**src/rtl/bmfa_pkg.sv**
```systemverilog
// Shared constants and types for the bitmap lowest free slot allocator.
`default_nettype none

package bmfa_pkg;

    localparam int DEF_MAP_WORDS = 16;
    localparam int DEF_WORD_BITS = 64;

    localparam int IDX_W = 10;

    localparam logic FUNC_ALLOC = 1'b0;
    localparam logic FUNC_FREE  = 1'b1;

    localparam logic STATUS_DONE = 1'b0;
    localparam logic STATUS_FULL = 1'b1;

    typedef struct packed {
        logic             valid;
        logic             status;
        logic [IDX_W-1:0] index;
    } res_t;

endpackage

`default_nettype wire

```
**src/rtl/bmfa_map_ram.sv**
```systemverilog
// Free bitmap storage: one write port, one read port, registered read data.
`default_nettype none

module bmfa_map_ram #(
    parameter int DEPTH = 16,
    parameter int WIDTH = 64,
    parameter int AW    = (DEPTH > 1) ? $clog2(DEPTH) : 1
) (
    input  wire logic             clk,
    input  wire logic             we,
    input  wire logic [AW-1:0]    waddr,
    input  wire logic [WIDTH-1:0] wdata,
    input  wire logic             re,
    input  wire logic [AW-1:0]    raddr,
    output logic      [WIDTH-1:0] rdata
);

    logic [WIDTH-1:0] mem [DEPTH];

    always_ff @(posedge clk)
    begin
        if (we)
        begin
            mem[waddr] <= wdata;
        end
    end

    always_ff @(posedge clk)
    begin
        if (re)
        begin
            rdata <= mem[raddr];
        end
    end

endmodule

`default_nettype wire

```
**src/rtl/bmfa_prio_enc.sv**
```systemverilog
// Lowest set bit encoder for one bitmap word.
`default_nettype none

module bmfa_prio_enc #(
    parameter int WORD_BITS = 64,
    parameter int BW        = $clog2(WORD_BITS)
) (
    input  wire logic [WORD_BITS-1:0] word,
    output logic                      found,
    output logic      [BW-1:0]        idx
);

    always_comb
    begin
        found = |word;
        idx   = '0;
        for (int b = WORD_BITS - 1; b >= 0; b--)
        begin
            if (word[b])
            begin
                idx = BW'(b);
            end
        end
    end

endmodule

`default_nettype wire

```
**src/rtl/bmfa_ctrl.sv**
```systemverilog
// Sequencer: clearing pass, read-modify-write of map words and forward scan.
`default_nettype none

module bmfa_ctrl #(
    parameter int MAP_WORDS = bmfa_pkg::DEF_MAP_WORDS,
    parameter int WORD_BITS = bmfa_pkg::DEF_WORD_BITS,
    parameter int AW        = (MAP_WORDS > 1) ? $clog2(MAP_WORDS) : 1
) (
    input  wire logic                       clk,
    input  wire logic                       rst_n,
    input  wire logic                       in_valid,
    output logic                            in_stall,
    input  wire logic                       func,
    input  wire logic [bmfa_pkg::IDX_W-1:0] slot_index,
    output bmfa_pkg::res_t                  res,
    input  wire logic                       res_stall,
    output logic                            ram_we,
    output logic      [AW-1:0]              ram_waddr,
    output logic      [WORD_BITS-1:0]       ram_wdata,
    output logic                            ram_re,
    output logic      [AW-1:0]              ram_raddr,
    input  wire logic [WORD_BITS-1:0]       ram_rdata
);

    import bmfa_pkg::*;

    localparam int LFW       = $clog2(MAP_WORDS + 1);
    localparam int BW        = $clog2(WORD_BITS);
    localparam int IW        = $clog2(MAP_WORDS * WORD_BITS + 1);
    localparam int GW        = (IW > IDX_W) ? IW : IDX_W;
    localparam int QCW       = (LFW > IDX_W) ? LFW : IDX_W;
    localparam int DIV_SHIFT = IDX_W + BW;
    localparam int DIV_MULT  = ((2 ** DIV_SHIFT) + WORD_BITS - 1) / WORD_BITS;
    localparam int PROD_W    = IDX_W + DIV_SHIFT;

    localparam logic [2:0] ST_CLEAR  = 3'd0;
    localparam logic [2:0] ST_IDLE   = 3'd1;
    localparam logic [2:0] ST_AMOD   = 3'd2;
    localparam logic [2:0] ST_ASCAN  = 3'd3;
    localparam logic [2:0] ST_FDIV   = 3'd4;
    localparam logic [2:0] ST_FREAD  = 3'd5;
    localparam logic [2:0] ST_FWRITE = 3'd6;
    localparam logic [2:0] ST_DONE   = 3'd7;

    logic [2:0]       state_reg,      state_next;
    logic [LFW-1:0]   addr_reg,       addr_next;
    logic [LFW-1:0]   lf_word_reg,    lf_word_next;
    logic [BW-1:0]    lf_bit_reg,     lf_bit_next;
    logic [IDX_W-1:0] slot_reg,       slot_next;
    logic [IDX_W-1:0] q_reg,          q_next;
    logic [BW-1:0]    r_reg,          r_next;
    logic [IDX_W-1:0] res_index_reg,  res_index_next;
    logic             res_status_reg, res_status_next;

    logic                 accept;
    logic                 map_full;
    logic [GW-1:0]        granted;
    logic [PROD_W-1:0]    div_prod;
    logic [IDX_W-1:0]     q_full;
    logic [IDX_W-1:0]     rem_full;
    logic [WORD_BITS-1:0] cleared;
    logic [WORD_BITS-1:0] enc_word;
    logic                 enc_found;
    logic [BW-1:0]        enc_idx;
    logic [LFW-1:0]       lf_word_inc;
    logic [LFW-1:0]       addr_inc;
    logic                 freed_lower;

    assign in_stall    = (state_reg != ST_IDLE);
    assign accept      = in_valid && !in_stall;
    assign map_full    = (lf_word_reg == LFW'(MAP_WORDS));
    assign granted     = GW'(lf_word_reg) * GW'(WORD_BITS) + GW'(lf_bit_reg);
    assign div_prod    = PROD_W'(slot_reg) * PROD_W'(DIV_MULT);
    assign q_full      = div_prod[DIV_SHIFT +: IDX_W];
    assign rem_full    = slot_reg - IDX_W'(q_reg * IDX_W'(WORD_BITS));
    assign cleared     = ram_rdata & ~(WORD_BITS'(1) << lf_bit_reg);
    assign enc_word    = (state_reg == ST_AMOD) ? cleared : ram_rdata;
    assign lf_word_inc = lf_word_reg + LFW'(1);
    assign addr_inc    = addr_reg + LFW'(1);
    assign freed_lower = (QCW'(q_reg) < QCW'(lf_word_reg))
                      || ((QCW'(q_reg) == QCW'(lf_word_reg)) && (r_reg < lf_bit_reg));

    assign res.valid  = (state_reg == ST_DONE);
    assign res.status = res_status_reg;
    assign res.index  = res_index_reg;

    bmfa_prio_enc #(
        .WORD_BITS (WORD_BITS),
        .BW        (BW)
    ) u_prio_enc (
        .word  (enc_word),
        .found (enc_found),
        .idx   (enc_idx)
    );

    always_comb
    begin
        state_next      = state_reg;
        addr_next       = addr_reg;
        lf_word_next    = lf_word_reg;
        lf_bit_next     = lf_bit_reg;
        slot_next       = slot_reg;
        q_next          = q_reg;
        r_next          = r_reg;
        res_index_next  = res_index_reg;
        res_status_next = res_status_reg;
        ram_we          = 1'b0;
        ram_waddr       = lf_word_reg[AW-1:0];
        ram_wdata       = cleared;
        ram_re          = 1'b0;
        ram_raddr       = lf_word_reg[AW-1:0];

        unique case (state_reg)
            ST_CLEAR:
            begin
                ram_we    = 1'b1;
                ram_waddr = addr_reg[AW-1:0];
                ram_wdata = '1;
                addr_next = addr_inc;
                if (addr_reg == LFW'(MAP_WORDS - 1))
                begin
                    state_next = ST_IDLE;
                end
            end
            ST_IDLE:
            begin
                if (accept)
                begin
                    slot_next       = slot_index;
                    res_status_next = STATUS_DONE;
                    res_index_next  = '0;
                    if (func == FUNC_FREE)
                    begin
                        state_next = ST_FDIV;
                    end
                    else if (map_full)
                    begin
                        res_status_next = STATUS_FULL;
                        state_next      = ST_DONE;
                    end
                    else
                    begin
                        res_index_next = granted[IDX_W-1:0];
                        ram_re         = 1'b1;
                        state_next     = ST_AMOD;
                    end
                end
            end
            ST_AMOD:
            begin
                ram_we = 1'b1;
                if (enc_found)
                begin
                    lf_bit_next = enc_idx;
                    state_next  = ST_DONE;
                end
                else if (lf_word_reg == LFW'(MAP_WORDS - 1))
                begin
                    lf_word_next = LFW'(MAP_WORDS);
                    lf_bit_next  = '0;
                    state_next   = ST_DONE;
                end
                else
                begin
                    ram_re     = 1'b1;
                    ram_raddr  = lf_word_inc[AW-1:0];
                    addr_next  = lf_word_inc;
                    state_next = ST_ASCAN;
                end
            end
            ST_ASCAN:
            begin
                if (enc_found)
                begin
                    lf_word_next = addr_reg;
                    lf_bit_next  = enc_idx;
                    state_next   = ST_DONE;
                end
                else if (addr_reg == LFW'(MAP_WORDS - 1))
                begin
                    lf_word_next = LFW'(MAP_WORDS);
                    lf_bit_next  = '0;
                    state_next   = ST_DONE;
                end
                else
                begin
                    ram_re    = 1'b1;
                    ram_raddr = addr_inc[AW-1:0];
                    addr_next = addr_inc;
                end
            end
            ST_FDIV:
            begin
                q_next = q_full;
                if (QCW'(q_full) < QCW'(MAP_WORDS))
                begin
                    state_next = ST_FREAD;
                end
                else
                begin
                    state_next = ST_DONE;
                end
            end
            ST_FREAD:
            begin
                ram_re     = 1'b1;
                ram_raddr  = q_reg[AW-1:0];
                r_next     = rem_full[BW-1:0];
                state_next = ST_FWRITE;
            end
            ST_FWRITE:
            begin
                ram_we    = 1'b1;
                ram_waddr = q_reg[AW-1:0];
                ram_wdata = ram_rdata | (WORD_BITS'(1) << r_reg);
                if (freed_lower)
                begin
                    lf_word_next = LFW'(q_reg);
                    lf_bit_next  = r_reg;
                end
                state_next = ST_DONE;
            end
            ST_DONE:
            begin
                if (!res_stall)
                begin
                    state_next = ST_IDLE;
                end
            end
            default:
            begin
                state_next = ST_IDLE;
            end
        endcase
    end

    always_ff @(posedge clk or negedge rst_n)
    begin
        if (!rst_n)
        begin
            state_reg   <= ST_CLEAR;
            addr_reg    <= '0;
            lf_word_reg <= '0;
            lf_bit_reg  <= '0;
        end
        else
        begin
            state_reg   <= state_next;
            addr_reg    <= addr_next;
            lf_word_reg <= lf_word_next;
            lf_bit_reg  <= lf_bit_next;
        end
    end

    always_ff @(posedge clk)
    begin
        slot_reg       <= slot_next;
        q_reg          <= q_next;
        r_reg          <= r_next;
        res_index_reg  <= res_index_next;
        res_status_reg <= res_status_next;
    end

endmodule

`default_nettype wire

```
**src/rtl/bitmap_lowest_free_slot_allocator.sv**
```systemverilog
// Allocate: the lowest free bit's word is read and written back with that bit cleared,
// then later words are scanned as needed; refused allocate skips the map; free sets its bit.
// Next beat is taken the cycle after the result leaves the sequencer; one item at a time,
// bounded by the single map memory and the word-per-cycle forward scan.
// Reset: a clearing pass writes every map word to all free, in_stall high meanwhile;
// the lowest free index resets to zero.
`default_nettype none

module bitmap_lowest_free_slot_allocator #(
    parameter int MAP_WORDS = bmfa_pkg::DEF_MAP_WORDS,
    parameter int WORD_BITS = bmfa_pkg::DEF_WORD_BITS
) (
    input  wire logic                       clk,
    input  wire logic                       rst_n,
    input  wire logic                       in_valid,
    output logic                            in_stall,
    input  wire logic                       func,
    input  wire logic [bmfa_pkg::IDX_W-1:0] slot_index,
    output logic                            out_valid,
    input  wire logic                       out_stall,
    output logic      [bmfa_pkg::IDX_W-1:0] granted_index,
    output logic                            status
);

    import bmfa_pkg::*;

    localparam int AW = (MAP_WORDS > 1) ? $clog2(MAP_WORDS) : 1;

    res_t                 res;
    logic                 res_stall;
    logic                 ram_we;
    logic [AW-1:0]        ram_waddr;
    logic [WORD_BITS-1:0] ram_wdata;
    logic                 ram_re;
    logic [AW-1:0]        ram_raddr;
    logic [WORD_BITS-1:0] ram_rdata;

    logic             out_valid_reg, out_valid_next;
    logic [IDX_W-1:0] granted_reg;
    logic             status_reg;

    bmfa_map_ram #(
        .DEPTH (MAP_WORDS),
        .WIDTH (WORD_BITS),
        .AW    (AW)
    ) u_map_ram (
        .clk   (clk),
        .we    (ram_we),
        .waddr (ram_waddr),
        .wdata (ram_wdata),
        .re    (ram_re),
        .raddr (ram_raddr),
        .rdata (ram_rdata)
    );

    bmfa_ctrl #(
        .MAP_WORDS (MAP_WORDS),
        .WORD_BITS (WORD_BITS),
        .AW        (AW)
    ) u_ctrl (
        .clk        (clk),
        .rst_n      (rst_n),
        .in_valid   (in_valid),
        .in_stall   (in_stall),
        .func       (func),
        .slot_index (slot_index),
        .res        (res),
        .res_stall  (res_stall),
        .ram_we     (ram_we),
        .ram_waddr  (ram_waddr),
        .ram_wdata  (ram_wdata),
        .ram_re     (ram_re),
        .ram_raddr  (ram_raddr),
        .ram_rdata  (ram_rdata)
    );

    assign res_stall = out_valid_reg && out_stall;

    always_comb
    begin
        out_valid_next = out_valid_reg;
        if (!res_stall)
        begin
            out_valid_next = res.valid;
        end
    end

    always_ff @(posedge clk or negedge rst_n)
    begin
        if (!rst_n)
        begin
            out_valid_reg <= 1'b0;
        end
        else
        begin
            out_valid_reg <= out_valid_next;
        end
    end

    always_ff @(posedge clk)
    begin
        if (res.valid && !res_stall)
        begin
            granted_reg <= res.index;
            status_reg  <= res.status;
        end
    end

    assign out_valid     = out_valid_reg;
    assign granted_index = granted_reg;
    assign status        = status_reg;

endmodule

`default_nettype wire
```
**config.mk**
```make
export PLATFORM = sky130hd
export DESIGN_NAME = bitmap_lowest_free_slot_allocator
export DESIGN_NICKNAME = d
export VERILOG_FILES = /design/src/rtl/bmfa_pkg.sv /design/src/rtl/bmfa_map_ram.sv /design/src/rtl/bmfa_prio_enc.sv /design/src/rtl/bmfa_ctrl.sv /design/src/rtl/bitmap_lowest_free_slot_allocator.sv
export SDC_FILE = /design/constraint.sdc
export NUM_CORES = 1
export LEC_CHECK = 0
export BUFFER_PORTS_ARGS = -buffer_cell sky130_fd_sc_hd__buf_2
export CORE_ASPECT_RATIO = 1.1
export CORE_MARGIN = 4
export CORE_UTILIZATION = 30
export CTS_CLUSTER_DIAMETER = 150
export DETAILED_ROUTE_END_ITERATION = 8
export PLACE_DENSITY_LB_ADDON = 0.25
export SKIP_LAST_GASP = 1
export SLEW_MARGIN = 20
export SYNTH_ARGS = -nofsm -noshare
export SYNTH_HDL_FRONTEND = slang
export SYNTH_SLANG_ARGS = --single-unit
```
**constraint.sdc**
```tcl
create_clock -name clk -period 5.3 [get_ports clk]
set_input_delay 0.53 -clock clk [delete_from_list [all_inputs] [get_ports clk]]
set_output_delay 0.53 -clock clk [all_outputs]
set_load 0.02 [all_outputs]
```
==> metrics.cfg <==
[clocking]
clock_path_buffers=3
cts_sinks=1150
cts.clk_slew.worst_paths_ns=0.07
cts_buffers=113
cts_tree=built
cts_root_buf=clkbuf_16
cts-htree-levels=3
clkLatencyLatePin_ns=0.77

[pwr]
total_power_mw=36.9
p_per_area_mw_per_mm2=677
p_leak_nw=17.0
peakVddDrop_uv=408

[min_path]
hold_end=u_ctrl.slot_reg[5]
min_path_cells=1
hold_class=input pin to register
hp-start=slot_index[5]

[worst_setup_path]
reg2regPathDepth=15
cp-end-kind=register
max_stage_delay_ns=0.61
crit_fanout=37
reg2reg_to=u_map_ram.rdata[47]
criticalPathCategory=register to register
cp_data_required_time_ns=5.77
slowest_stage=or4_4
crit_path_start_kind=register
arrival_ns=5.59
cp_cell_sequence=or4b_1 > buf_12 > o31a_1 > nand4bb_1 > nor4_2 > buf_4 > and4_1 > nand2_2 > o21a_1 > or4_4 > buf_12 > buf_12 > mux4_2 > a22o_1 > a221o_1
cpMostUsedCell=buf_12
r2r_start=u_ctrl.state_reg[0]
r2r_slack_ns=0.18

[placement]
place_congestion=0.906
io_buffers=27
post-place-ws_ns=-0.225
hpwl_um=74900

[logic_synthesis]
avgSynthCellArea_um2=19.9
synth_seq_cells=1150
synthDominantCellAreaShare=0.736
ys.flop_type=edfxtp_1
synth-edff-count=1130
syn-num-nets=2343
synth_warnings=0
yosysSeqAreaShare=0.747
synth_cell_types=71
synth_area_leaders=edfxtp_1 74%, mux4_2 13%, a221o_1 1.4%, a22o_1 1.3%, o211ai_1 1.2%
yosysTopAreaCell=edfxtp_1
async_flop_share=0.0174
synthesis.area_mm2=0.0461
syn_inst=2314

[detailed_routing]
routedWlPerCell_um=28.4
routed_wl_um=134000
drc=0
drt_iter0_drc=2557
ant_nets=0
vias_per_cell=5.31
num_vias=24958
firstDrtPassIters=6

[global_route]
grt_usage=0.164
grt_pass1_wl_um=189000
grt_max_degree=65
grt_antenna_before_repair=0
grt_overflow_total=0
first_global_vias=25477

[timing]
drv_slew=0
min_period_ns=5.12
post-route-worst-setup-slack_ns=0.179
hold_violations=0
setup_violations=0
fin_skew_ns=0.0475
timing.fmax_mhz=195
timing.setup.tns_ns=0
max_slew_margin=0.248
tightest_slew_ns=1.13
min_period_over_period=0.966

[floorplanning]
row_count=150
die_height_um=419
die_width_um=382
die_area_mm2=0.160
ios=28
start_util=0.303
core-area_mm2=0.152

[status]
status=finished clean

[cells_and_area]
area_growth_pct=18.2
antenna_cells=0
nFillCells=14129
largest_reg_flops=1024
finalNetCount=2586
top_register=u_map_ram.mem
post-route-util=0.358
reg.largest.list=u_map_ram.mem (1024), u_map_ram.rdata (64)
final_layout_size_suffix_gt1_frac=0.283

[flow_run]
maxCapViolCount=0

placed cells by master, fill, tap and decap left out, types with 9 or more instances in the layout:
cell / synthesis / routed
o31ai_2: 1 / 15
nand2_1: 65 / 65
nor2_4: 0 / 17
clkbuf_1: 95 / 26
nand3_1: 28 / 28
ha_1: 14 / 14
o21ai_0: 84 / 84
clkbuf_16: 0 / 116
clkbuf_4: 0 / 28
dlygate4sd3_1: 0 / 11
nand4_1: 17 / 17
a221o_1: 64 / 64
buf_12: 0 / 44
o211ai_1: 73 / 73
clkinv_2: 0 / 18
buf_2: 20 / 33
o31ai_1: 58 / 43
clkinv_1: 0 / 29
a21oi_1: 30 / 30
nor3_1: 21 / 20
bufinv_16: 0 / 9
a22o_1: 67 / 67
dfrtp_1: 20 / 16
inv_1: 20 / 20
o31a_1: 19 / 19
nor2_1: 48 / 31
mux4_2: 256 / 256
nand2b_1: 15 / 15
buf_4: 11 / 154
nor2b_1: 10 / 9
edfxtp_1: 1130 / 1130
timing repair:
item,in CTS,in global routing
hold endpoints to repair,30,0
hold buffers,11,0
buffers inserted,3,2
cloned,0,2
setup endpoints to repair,64,64
pin swaps,0,2
gates resized for setup,16,18
critical path, delay by kind of cell, from the launching register on:
kind / cells / cell delay (ns)
AOI/OAI and AO/OA: 4 / 0.99
muxes: 1 / 0.43
and+or+nand+nor: 6 / 2.16
buffers and inverters: 4 / 0.81
DFF: 1 / 0.40
report_power, final:
group	internal (mW)	switching [mW]	leakage (nW)	total, mW
clock	4.39	3.44	1.74	7.83
combinational	6.91	8.59	4.77	15.5
sequential	12.8	0.779	10.4	13.5
total	24.1	12.8	17.0	36.9
metal layers:
metal | vias to the layer above | global-route usage | part of all wire
li1 | 10377 | - | -
met1 | 13547 | 0.219 | 0.43
met2 | 830 | 0.278 | 0.50
met3 | 204 | 0.0220 | 0.049
met4 | 0 | 0.0499 | 0.026
met5 | - | 0 | 0
worst max path at each step:
stage | end | cells past startpoint | start
2_1_floorplan | u_map_ram.mem[12][0] | 8 | u_ctrl.state_reg[2]
3_3_place_gp | u_map_ram.rdata[18] | 13 | u_ctrl.lf_bit_reg[5]
3_5_place_dp | u_map_ram.rdata[58] | 15 | u_ctrl.lf_bit_reg[5]
4_1_cts | u_map_ram.rdata[54] | 15 | u_ctrl.state_reg[0]
5_1_grt | u_map_ram.rdata[47] | 16 | u_ctrl.lf_bit_reg[5]
6_report | u_map_ram.rdata[47] | 15 | u_ctrl.state_reg[0]
Yosys cell counts, drive strengths merged (28+ instances only):
cell,count
o211ai,73
clkbuf,95
nand3,28
o31ai,59
nand2,66
nor2,48
a221o,64
edfxtp,1130
a22o,67
mux4,256
buf,54
o21ai,86
a21oi,30
metrics by stage:
| stage | std cells | area [µm²] | hold WS, ns |
|---|---|---|---|
| 2_1_floorplan | 2314 | 46100 | 0.234 |
| 6_report | 4703 | 54500 | 0.0852 |
| 4_1_cts | 4656 | 54000 | 0.0432 |
| 3_3_place_gp | 4428 | 50200 | 0.415 |
| 5_1_grt | 4703 | 54500 | 0.0714 |
| 3_5_place_dp | 4433 | 50300 | 0.405 |
kinds of logic after synthesis:
kind of cell | after synthesis | synth area share
fa+ha+maj | 14 | 0.00380
compound gates | 454 | 0.0743
buf+inv | 170 | 0.0176
xor+xnor | 5 | 0.000950
mux | 259 | 0.126
flops | 1150 | 0.747
simple gates | 262 | 0.0308
area by class of cell:
cell class	count	area, µm²	share of cell area
Clock buffer	140	2950	0.0541
Sequential cell	1150	34400	0.632
Inverter	21	78.8	0.00145
Tap cell	2052	2570	0.0471
Multi-Input combinational cell	994	11200	0.205
Timing Repair Buffer	277	2660	0.0487
Clock inverter	69	617	0.0113
Note: power is estimated with default switching activity, not from simulation.
